===== src/rtl/core/tnfd_pkg.sv =====
// shared types and constants for the tar numeric field decoder
package tnfd_pkg;

  // default for the number of field bytes that take part in decoding
  localparam int FIELD_BYTES_MAX_DEF = 12;

  // one input transaction: a field byte plus the bounds used on the last byte
  typedef struct packed {
    logic [7:0]         field_byte;
    logic               last_byte;
    logic signed [63:0] bound_min;
    logic signed [63:0] bound_max;
  } in_t;

  // one result transaction
  typedef struct packed {
    logic signed [63:0] value;
    logic               in_bounds;
  } out_t;

  // decoded value waiting for the bounds check
  typedef struct packed {
    logic signed [63:0] value;
    logic signed [63:0] bound_min;
    logic signed [63:0] bound_max;
  } cand_t;

endpackage


===== src/rtl/core/tnfd_parse.sv =====
// field parser: running decode state and the registered decoded value
module tnfd_parse #(
  parameter int FIELD_BYTES_MAX = tnfd_pkg::FIELD_BYTES_MAX_DEF
) (
  input  logic            clk,
  input  logic            rst,
  input  logic            item_valid,
  input  tnfd_pkg::in_t   item,
  input  logic            down_ready,
  output logic            item_take,
  output logic            cand_valid,
  output tnfd_pkg::cand_t cand
);
  import tnfd_pkg::*;

  localparam int CW = $clog2(FIELD_BYTES_MAX + 1);

  // parse phases
  localparam logic [2:0] PH_FIRST  = 3'd0;
  localparam logic [2:0] PH_B256   = 3'd1;
  localparam logic [2:0] PH_SPACE  = 3'd2;
  localparam logic [2:0] PH_SIGNED = 3'd3;
  localparam logic [2:0] PH_DIGITS = 3'd4;
  localparam logic [2:0] PH_DONE   = 3'd5;

  logic [2:0]    phase;
  logic [63:0]   acc;
  logic          neg;
  logic [CW-1:0] count;

  logic [2:0]    phase_next;
  logic [63:0]   acc_next;
  logic          neg_next;
  logic [2:0]    phase_eff;
  logic [7:0]    c;
  logic          is_sp;
  logic          is_oct;
  logic          is_sgn;
  logic          cand_ready;
  logic [63:0]   dec_value;

  // a non-last byte never waits; a last byte waits for room in the decoded value register
  assign cand_ready = !cand_valid || down_ready;
  assign item_take  = item_valid && (!item.last_byte || cand_ready);

  // byte classes
  assign c      = item.field_byte;
  assign is_sp  = (c == 8'h20) || (c >= 8'h09 && c <= 8'h0d);
  assign is_oct = (c >= 8'h30) && (c <= 8'h37);
  assign is_sgn = (c == 8'h2b) || (c == 8'h2d);
  assign phase_eff = (phase == PH_FIRST) ? PH_SPACE : phase;

  // state update for one byte
  always_comb begin
    phase_next = phase;
    acc_next   = acc;
    neg_next   = neg;
    if (count < CW'(FIELD_BYTES_MAX)) begin
      if (phase == PH_FIRST && c[7]) begin
        // base-256: sign-extend the low seven bits
        acc_next   = {{57{c[6]}}, c[6:0]};
        phase_next = PH_B256;
      end else if (phase == PH_B256) begin
        acc_next = {acc[55:0], c};
      end else begin
        unique case (phase_eff)
          PH_SPACE: begin
            if (is_sp) begin
              phase_next = PH_SPACE;
            end else if (is_sgn) begin
              neg_next   = (c == 8'h2d);
              phase_next = PH_SIGNED;
            end else if (is_oct) begin
              acc_next   = {acc[60:0], c[2:0]};
              phase_next = PH_DIGITS;
            end else begin
              phase_next = PH_DONE;
            end
          end
          PH_SIGNED, PH_DIGITS: begin
            if (is_oct) begin
              acc_next   = {acc[60:0], c[2:0]};
              phase_next = PH_DIGITS;
            end else begin
              phase_next = PH_DONE;
            end
          end
          default: begin
            phase_next = phase;
          end
        endcase
      end
    end
  end

  // final value, with the octal sign applied
  assign dec_value = (phase_next != PH_B256 && neg_next) ? (64'd0 - acc_next) : acc_next;

  // decode state, cleared after the last byte of a field
  always_ff @(posedge clk) begin
    if (rst) begin
      phase <= PH_FIRST;
      acc   <= '0;
      neg   <= 1'b0;
      count <= '0;
    end else if (item_take) begin
      if (item.last_byte) begin
        phase <= PH_FIRST;
        acc   <= '0;
        neg   <= 1'b0;
        count <= '0;
      end else begin
        phase <= phase_next;
        acc   <= acc_next;
        neg   <= neg_next;
        if (count < CW'(FIELD_BYTES_MAX)) begin
          count <= count + CW'(1);
        end
      end
    end
  end

  // decoded value register
  always_ff @(posedge clk) begin
    if (rst) begin
      cand_valid <= 1'b0;
    end else if (item_take && item.last_byte) begin
      cand_valid <= 1'b1;
    end else if (down_ready) begin
      cand_valid <= 1'b0;
    end
  end

  always_ff @(posedge clk) begin
    if (item_take && item.last_byte) begin
      cand.value     <= dec_value;
      cand.bound_min <= item.bound_min;
      cand.bound_max <= item.bound_max;
    end
  end

endmodule


===== src/rtl/core/tnfd_bound.sv =====
// bounds check and result register
module tnfd_bound (
  input  logic            clk,
  input  logic            rst,
  input  logic            cand_valid,
  input  tnfd_pkg::cand_t cand,
  input  logic            stall,
  output logic            down_ready,
  output logic            out_valid,
  output tnfd_pkg::out_t  out_data
);
  import tnfd_pkg::*;

  logic ok;

  assign down_ready = !out_valid || !stall;

  // signed range check
  assign ok = (cand.value >= cand.bound_min) && (cand.value <= cand.bound_max);

  always_ff @(posedge clk) begin
    if (rst) begin
      out_valid <= 1'b0;
    end else if (down_ready) begin
      out_valid <= cand_valid;
    end
  end

  always_ff @(posedge clk) begin
    if (down_ready && cand_valid) begin
      out_data.value     <= ok ? cand.value : 64'sd0;
      out_data.in_bounds <= ok;
    end
  end

endmodule


===== src/rtl/core/tar_numeric_field_decode_top.sv =====
// tar header numeric field decoder: octal text or base-256, with a bounds check
//
// The in channel takes the bytes of one numeric field, first byte first,
// one per transaction; last_byte marks the end of the field, and the
// bounds are sampled with that byte. The out channel gives one transaction
// per field: the decoded value (or 0 when outside the bounds) and in_bounds.
// Bytes past the first FIELD_BYTES_MAX of a field are ignored.
// Throughput: one byte per cycle while out_stall is low, set by the
// state update in the parser. A result passes the input register, the
// parser register and the bounds register, in that order.
// A stall on out holds the result register; the parser register still
// takes one more result, and non-last bytes keep flowing until a last byte
// finds both full, then in_stall rises. in_stall is high only while the
// input register holds a byte that cannot move on.
// Reset (rst, synchronous) empties all registers and clears the parse
// state so the next byte is taken as the first byte of a field.
module tar_numeric_field_decode_top #(
  parameter int FIELD_BYTES_MAX = tnfd_pkg::FIELD_BYTES_MAX_DEF
) (
  input  logic           clk,
  input  logic           rst,
  input  logic           in_valid,
  output logic           in_stall,
  input  tnfd_pkg::in_t  in_data,
  output logic           out_valid,
  input  logic           out_stall,
  output tnfd_pkg::out_t out_data
);
  import tnfd_pkg::*;

  logic  iv;
  in_t   item;
  logic  item_take;
  logic  cand_valid;
  cand_t cand;
  logic  down_ready;

  // input register
  assign in_stall = iv && !item_take;

  always_ff @(posedge clk) begin
    if (rst) begin
      iv <= 1'b0;
    end else if (!in_stall) begin
      iv <= in_valid;
    end
  end

  always_ff @(posedge clk) begin
    if (!in_stall && in_valid) begin
      item <= in_data;
    end
  end

  tnfd_parse #(
    .FIELD_BYTES_MAX (FIELD_BYTES_MAX)
  ) u_parse (
    .clk        (clk),
    .rst        (rst),
    .item_valid (iv),
    .item       (item),
    .down_ready (down_ready),
    .item_take  (item_take),
    .cand_valid (cand_valid),
    .cand       (cand)
  );

  tnfd_bound u_bound (
    .clk        (clk),
    .rst        (rst),
    .cand_valid (cand_valid),
    .cand       (cand),
    .stall      (out_stall),
    .down_ready (down_ready),
    .out_valid  (out_valid),
    .out_data   (out_data)
  );

  // out-of-bounds results carry a zero value
  a_zero_when_out: assert property (@(posedge clk) disable iff (rst)
    out_valid && !out_data.in_bounds |-> out_data.value == 64'sd0)
    else $error("out-of-bounds result with non-zero value");

  // a pending decoded value is not dropped while the result register is held
  a_cand_kept: assert property (@(posedge clk) disable iff (rst)
    cand_valid && !down_ready |=> cand_valid)
    else $error("decoded value lost under stall");

  // input stall only with a byte held in the input register
  a_stall_full: assert property (@(posedge clk) disable iff (rst)
    in_stall |-> iv && item.last_byte)
    else $error("input stalled without a waiting last byte");

  // nothing leaves straight after reset
  a_reset_empty: assert property (@(posedge clk)
    rst |=> !out_valid && !cand_valid)
    else $error("pipeline not empty after reset");

endmodule

===== config.mk =====
export PLATFORM = sky130hd
export DESIGN_NAME = tar_numeric_field_decode_top
export DESIGN_NICKNAME = d
export VERILOG_FILES = /design/src/rtl/core/tnfd_pkg.sv /design/src/rtl/core/tnfd_parse.sv /design/src/rtl/core/tnfd_bound.sv /design/src/rtl/core/tar_numeric_field_decode_top.sv
export SDC_FILE = /design/constraint.sdc
export NUM_CORES = 1
export LEC_CHECK = 0
export BUFFER_PORTS_ARGS = -buffer_cell sky130_fd_sc_hd__buf_2
export CAP_MARGIN = 20
export CORE_MARGIN = 3
export CORE_UTILIZATION = 40
export CTS_BUF_LIST = sky130_fd_sc_hd__clkbuf_4 sky130_fd_sc_hd__clkbuf_8
export CTS_CLUSTER_SIZE = 25
export DETAILED_ROUTE_END_ITERATION = 16
export PLACE_DENSITY = 0.54
export SETUP_SLACK_MARGIN = 0.5
export SYNTH_ARGS = -nofsm -noshare
export SYNTH_HDL_FRONTEND = slang
export SYNTH_SLANG_ARGS = --single-unit

===== constraint.sdc =====
create_clock -name clk -period 8.2 [get_ports clk]
set_input_delay 0.82 -clock clk [delete_from_list [all_inputs] [get_ports clk]]
set_output_delay 0.82 -clock clk [all_outputs]
set_load 0.02 [all_outputs]

==> flow_summary_export.csv, run 1 <==
group,metric,value,unit
global_routing,track_usage,21.4,%
sta,post-route-period-util,69.7,%
sta,fin_skew,0.0342,ns
sta,timing.setup.tns,0,ns
detailed_routing,initialDrtViolationCount,1351,
sta,worst_hold_slack,0.324,ns
clocking,clk_pin_slew,0.06,ns
worst_setup_path,critPathKind,"reg2reg",
pwr,design_power_total,5490,uW
clocking,clock_latency,0.67,ns
synth,yosysWarnings,0,
finish,postLayoutCellArea,0.0259,sq mm
pwr,peakVddDrop,0.111,mV
detailed_routing,ant_nets,0,
synth,yosysUniqueCellTypes,97,
clocking,htreeDepth,3,
floorplan,core_area,0.0553,sq mm
worst_setup_path,cp_max_fo,26,
placement,dp_hpwl,44100,microns
global_routing,grt_max_degree,160,
synth,syn_avg_cell_area,12.0,sq um
global_routing,grt_antenna_before_repair,1,
clocking,clock_path_buffers,3,
finish,layout_common_cells,"edfxtp_1 (394), buf_2 (206), nor2_1 (193)",
worst_setup_path,r2r_slack,2.49,ns
floorplan,die_area,0.0591,sq mm
clocking,hold_buffers,0,
worst_setup_path,worstReg2RegStart,"u_parse.phase[1]",
placement,gp_congestion,0.911,
global_routing,grt_pass1_wl,96400,microns
floorplan,pin_count,208,
detailed_routing,route.detailed.drc,0,
synth,synthArstFlopShare,0,%
clocking,cts_sinks,469,
finish,finalNetCount,2374,
clocking,cts_tree,"done",
synth,synth_edf_count,394,
worst_setup_path,critPathLaunchType,"register",
worst_setup_path,regToRegEndpoint,"u_parse.cand[158]",
worst_hold_path,hold_path_end,"item[82]",
detailed_routing,firstDrtPassIters,6,
floorplan,fp.dieW,243,microns
detailed_routing,drt-total-wl,63600,microns
synth,netlist_instances,1878,
sta,rsz0062_at_grt,"no",
worst_hold_path,hp-class,"in2reg",
global_routing,overflow,0,
sta,final-hold-violation-count,0,
floorplan,die_y,243,microns
sta,setup_violations,0,
clocking,cts_root_buffer,"clkbuf_8",
finish,mostFrequentLayoutCell,"edfxtp_1",
synth,ys_seq_area_share,59.3,%
synth,syn_area,0.0225,sq mm
worst_hold_path,hold_depth,1,
finish,areaGrowthSynthToFinish,15.1,%
worst_setup_path,worst-r2r-cell-count,12,
floorplan,initial_core_util,40.6,%
finish,drive_gt1_share,19.7,%
placement,placed_area,0.0242,sq mm
run,timing.max_cap.violations,0,
sta,slew_headroom,26.7,%
detailed_routing,dr_total_vias,16200,
worst_hold_path,min-delay-start,"in_data[82]",
finish,post-route-util,46.7,%
worst_setup_path,end_kind,"register",
clocking,cts_resized,0,
placement,port_buffers,207,
sta,max_clock_freq,175,MHz
detailed_routing,vias_per_cell,5.54,
synth,mappedNetlistNets,2149,
global_routing,grt_pass1_vias,15700,
pwr,leakagePower,0.0101,uW
pwr,p_per_area,212,mW/mm^2
run_status,status,"finished, final reports clean",
worst_setup_path,required,8.61,ns
clocking,cts_made_buffers,84,
sta,tightest_slew,1.10,ns
finish,nFillCells,5142,
synth,ys_seq_elements,469,
sta,slew_violations,0,
floorplan,rows,86,
detailed_routing,post_drt_wl_per_cell,21.8,microns
sta,min_period,5.71,ns
clocking,cts_setup_buffers,0,
worst_setup_path,arrival,6.12,ns
synth,synth-main-ff-cell,"edfxtp_1",
state kept, by name, summed over array words and instances, names as in the netlist:
name / flops
u_parse.cand_valid: 1
item: 137
u_parse.neg: 1
u_bound.out_valid: 1
u_bound.out_data: 65
u_parse.acc: 64
u_parse.phase: 3
u_parse.count: 4
iv: 1
u_parse.cand: 192
layer usage:
| metal | track usage (%) | routed length (microns) | up-vias |
|---|---|---|---|
| met5 | 0 | 0 | - |
| met4 | 6.89 | 1950 | 0 |
| met3 | 4.43 | 4400 | 134 |
| met2 | 32.9 | 28700 | 622 |
| met1 | 30.2 | 28600 | 7931 |
| li1 | - | - | 7465 |
worst max-delay path by stage:
stage	startpoint	endpoint	depth (start not counted)
floorplan	out_stall	item[0]	4
global placement	u_parse.phase[1]	u_parse.cand[158]	12
detailed placement	u_parse.phase[1]	u_parse.cand[158]	12
CTS	u_parse.phase[1]	u_parse.cand[158]	12
global route	u_parse.phase[1]	u_parse.cand[158]	12
finish	u_parse.phase[1]	u_parse.cand[158]	12
cell families after synthesis:
| group | share of synthesized area [%] |
|---|---|
| compound gates | 13.4 |
| xor+xnor | 2.46 |
| buf+inv | 4.56 |
| simple gates | 12.7 |
| fa+ha+maj | 7.24 |
| flops | 59.3 |
| mux | 0.306 |
critical path: stages (launching register included):
cell and delay [ns]:
dfxtp_1 0.64, mux2i_2 0.92, nand3_2 0.80, a21oi_2 0.67
mux2i_1 0.37, ha_1 0.28, nor3b_1 0.21, o2111ai_1 0.37
nor3_1 0.31, nor3b_2 0.37, nor2b_1 0.22, a31oi_1 0.12
xnor2_1 0.16
per-stage QoR:
stage,instances,setup slack (ns)
after floorplan,1878,0.632
after global placement,2762,2.89
after detailed placement,2763,2.68
after CTS,2913,2.65
after global routing,2916,2.14
final,2917,2.49
synth_stat cells (18+ instances only):
master,n,area (sq um)
xor2_1,24,210
nor3_1,28,140
a31oi_1,32,200
xnor2_1,39,342
nand2_1,68,255
edfxtp_1,394,11800
nand4_1,48,300
clkbuf_1,53,199
ha_1,130,1630
o211ai_1,19,143
a21oi_1,114,571
o21ai_0,63,315
inv_1,148,556
and2_1,71,444
a22oi_1,27,203
nor2_1,195,732
a21o_1,37,278
buf_2,18,90.1
dfxtp_1,75,1500
power by group:
part           internal [uW]  leakage, uW  total [uW]  switching (uW)
combinational            205      0.00495         608             403
sequential              2710      0.00433        2770            63.8
clock                   1130     0.000855        2100             971
area by class of cell:
cell class	instances	area, sq um	area share, %
Antenna cell	2	5.00	0.0194
Clock buffer	120	1440	5.56
Clock inverter	30	163	0.629
Inverter	148	556	2.15
Multi-Input combinational cell	1170	8160	31.6
Sequential cell	469	13300	51.6
Tap cell	748	936	3.62
Timing Repair Buffer	230	1260	4.89
(Power assumes the default switching activity.)
==> run 2, diff against run 1 <==
- ABC_AREA: not set -> 1
- clock period: 8.2 -> 5.8 ns (I/O delays scaled with it)
==> flow_summary_export.csv, run 2 <==
group,metric,value,unit
pwr,leakagePower,0.0124,uW
worst_setup_path,required,6.10,ns
finish,mostFrequentLayoutCell,"nand2_1",
clocking,clock_path_buffers,3,
finish,drive_gt1_share,14.8,%
clocking,clock_latency,0.69,ns
global_routing,overflow,0,
synth,synth_common_cells,"nand2_1 (771), edfxtp_1 (394), inv_1 (372)",
worst_hold_path,hp-class,"in2reg",
worst_hold_path,min-delay-start,"in_data[40]",
finish,nFillCells,5830,
floorplan,die_y,252,microns
clocking,cts_setup_buffers,0,
detailed_routing,post_drt_wl_per_cell,19.9,microns
floorplan,die_area,0.0636,sq mm
global_routing,track_usage,23.5,%
sta,post-route-period-util,77.1,%
worst_setup_path,worstReg2RegStart,"u_parse.phase[0]",
sta,slew_headroom,39.6,%
synth,synth_top_area_cell,"edfxtp_1",
synth,yosysMostFrequentCell,"nand2_1",
synth,ys_top_cells_by_area,"edfxtp_1 (49%), nand2_1 (12%), ha_1 (6.7%)",
finish,largest_reg_flops,192,
worst_setup_path,cp_max_fo,59,
detailed_routing,route.detailed.drc,0,
clocking,cts_root_buffer,"clkbuf_8",
worst_setup_path,end_kind,"register",
finish,multi_input_area,0.00905,sq mm
worst_setup_path,critPathKind,"reg2reg",
floorplan,core_area,0.0595,sq mm
clocking,cts_resized,0,
run_status,status,"finished, final reports clean",
sta,min_period,4.47,ns
pwr,p_int,5790,uW
global_routing,grt_pass1_vias,18700,
sta,timing.setup.tns,0,ns
synth,synth_edf_count,394,
placement,port_buffers,207,
finish,layout_common_cells,"nand2_1 (770), edfxtp_1 (394), inv_1 (371)",
finish,largest_registers,"u_parse.cand (192), item (137), u_bound.out_data (65)",
sta,final-hold-violation-count,0,
clocking,cts_sinks,469,
clocking,hold_buffers,0,
floorplan,rows,89,
sta,rsz0062_at_grt,"no",
sta,slew_violations,0,
run,timing.max_cap.violations,0,
worst_setup_path,critPathLaunch,"u_parse.phase[0]",
detailed_routing,drt-total-wl,74900,microns
global_routing,grt_pass1_wl,113000,microns
worst_setup_path,critPathLaunchType,"register",
placement,placed_area,0.0260,sq mm
finish,seq_area,0.0133,sq mm
floorplan,fp.dieW,252,microns
sta,setup_violations,0,
synth,yosysWarnings,0,
clocking,cts_made_buffers,83,
synth,syn_area,0.0243,sq mm
synth,mappedNetlistNets,2973,
floorplan,initial_core_util,40.8,%
synth,synthDominantCellAreaShare,48.8,%
sta,fin_skew,0.0358,ns
clocking,clk_pin_slew,0.06,ns
placement,gp_congestion,0.900,
finish,top_register,"u_parse.cand",
sta,worst_hold_slack,0.0665,ns
clocking,htreeDepth,3,
synth,ys_seq_elements,469,
pwr,p_per_area,293,mW/mm^2
pwr,switching_share,28.5,%
placement,dp_hpwl,54300,microns
global_routing,grt_antenna_before_repair,3,
synth,synthArstFlopShare,0,%
clocking,cts_tree,"done",
detailed_routing,dr_total_vias,19200,
pwr,pwr-share-clk,38.4,%
synth,synth-main-ff-cell,"edfxtp_1",
synth,syn_avg_cell_area,8.98,sq um
floorplan,pin_count,208,
global_routing,grt_max_degree,137,
synth,yosysUniqueCellTypes,49,
detailed_routing,vias_per_cell,5.10,
pwr,peakVddDrop,0.155,mV
finish,areaGrowthSynthToFinish,14.0,%
finish,postLayoutCellArea,0.0277,sq mm
sta,max_clock_freq,224,MHz
pwr,seq_power_share,48.3,%
detailed_routing,initialDrtViolationCount,1768,
synth,netlist_instances,2702,
detailed_routing,firstDrtPassIters,5,
sta,tightest_slew,0.906,ns
worst_setup_path,arrival,4.77,ns
synth,ys_seq_area_share,55.0,%
pwr,p_sw,2310,uW
pwr,p_comb_share,13.3,%
finish,finalNetCount,3200,
detailed_routing,ant_nets,0,
## run 2: layer usage
layer	track usage (%)	vias to the layer above	share of wire (%)
li1	-	9361	-
met1	34.1	9105	47
met2	36.3	614	44
met3	4.41	115	6.5
met4	6.15	2	2.3
met5	0	-	0.017
## run 2: through the flow
stage          cells  setup slack [ns]  util (%)  power (uW)
2_1_floorplan   2702             0.891         -        4630
3_3_place_gp    3617              1.32      43.8        5040
3_5_place_dp    3617              1.35      43.8        5040
4_1_cts         3762              1.33      46.5        8180
5_1_grt         3763              1.06      46.5        8460
6_report        3763              1.33      46.5        8090
## run 2: cells by family after synthesis
family / count (synthesis) / share of synthesized area, %
xor+xnor: 35 / 1.26
fa+ha+maj: 130 / 6.71
compound gates: 313 / 6.82
simple gates: 1279 / 22.4
buf+inv: 476 / 7.85
flops: 469 / 55.0
## run 2: final cells by class
cell class / count / area share [%]
antenna: 1 / 0.00905
clock buffer: 111 / 4.94
sequential: 469 / 48.2
clock inverter: 34 / 0.977
timing repair buffer: 226 / 4.32
tap: 773 / 3.50
multi-input combinational: 1757 / 32.7
inverter: 392 / 5.33
## run 2: worst paths after layout
| check | endpoint | slack (ns) | depth (start not counted) |
|---|---|---|---|
| setup / recovery | u_parse.cand[142] | 1.33 | 17 |
| hold / removal | item[40] | 0.07 | 1 |
| setup reg to reg | u_parse.cand[142] | 1.33 | 17 |
| hold reg to reg | u_parse.cand[47] | 0.40 | 0 |
## run 2: power by group through the flow
stage | sequential, uW | clock, uW | combinational (uW)
final | 3910 | 3110 | 1070
after global routing | 3920 | 3350 | 1200
after CTS | 3910 | 3200 | 1070
after detailed placement | 3980 | 0 | 1070
after global placement | 3980 | 0 | 1060
after floorplan | 3960 | 0 | 673
## run 2: worst max-delay path: stages, from the launching register on
cell	delay (ns)
dfxtp_1	0.42
inv_1	0.12
nand2_1	0.09
nand2_4	0.50
nand3_4	0.75
nand2_1	0.28
nand2_1	0.07
nand2_1	0.06
nand2_1	0.07
inv_2	0.08
ha_1	0.29
nand3_1	0.17
nor3_4	0.35
nand2_1	0.18
inv_1	0.13
nor2_1	0.04
o21ai_0	0.12
o21ai_0	0.33
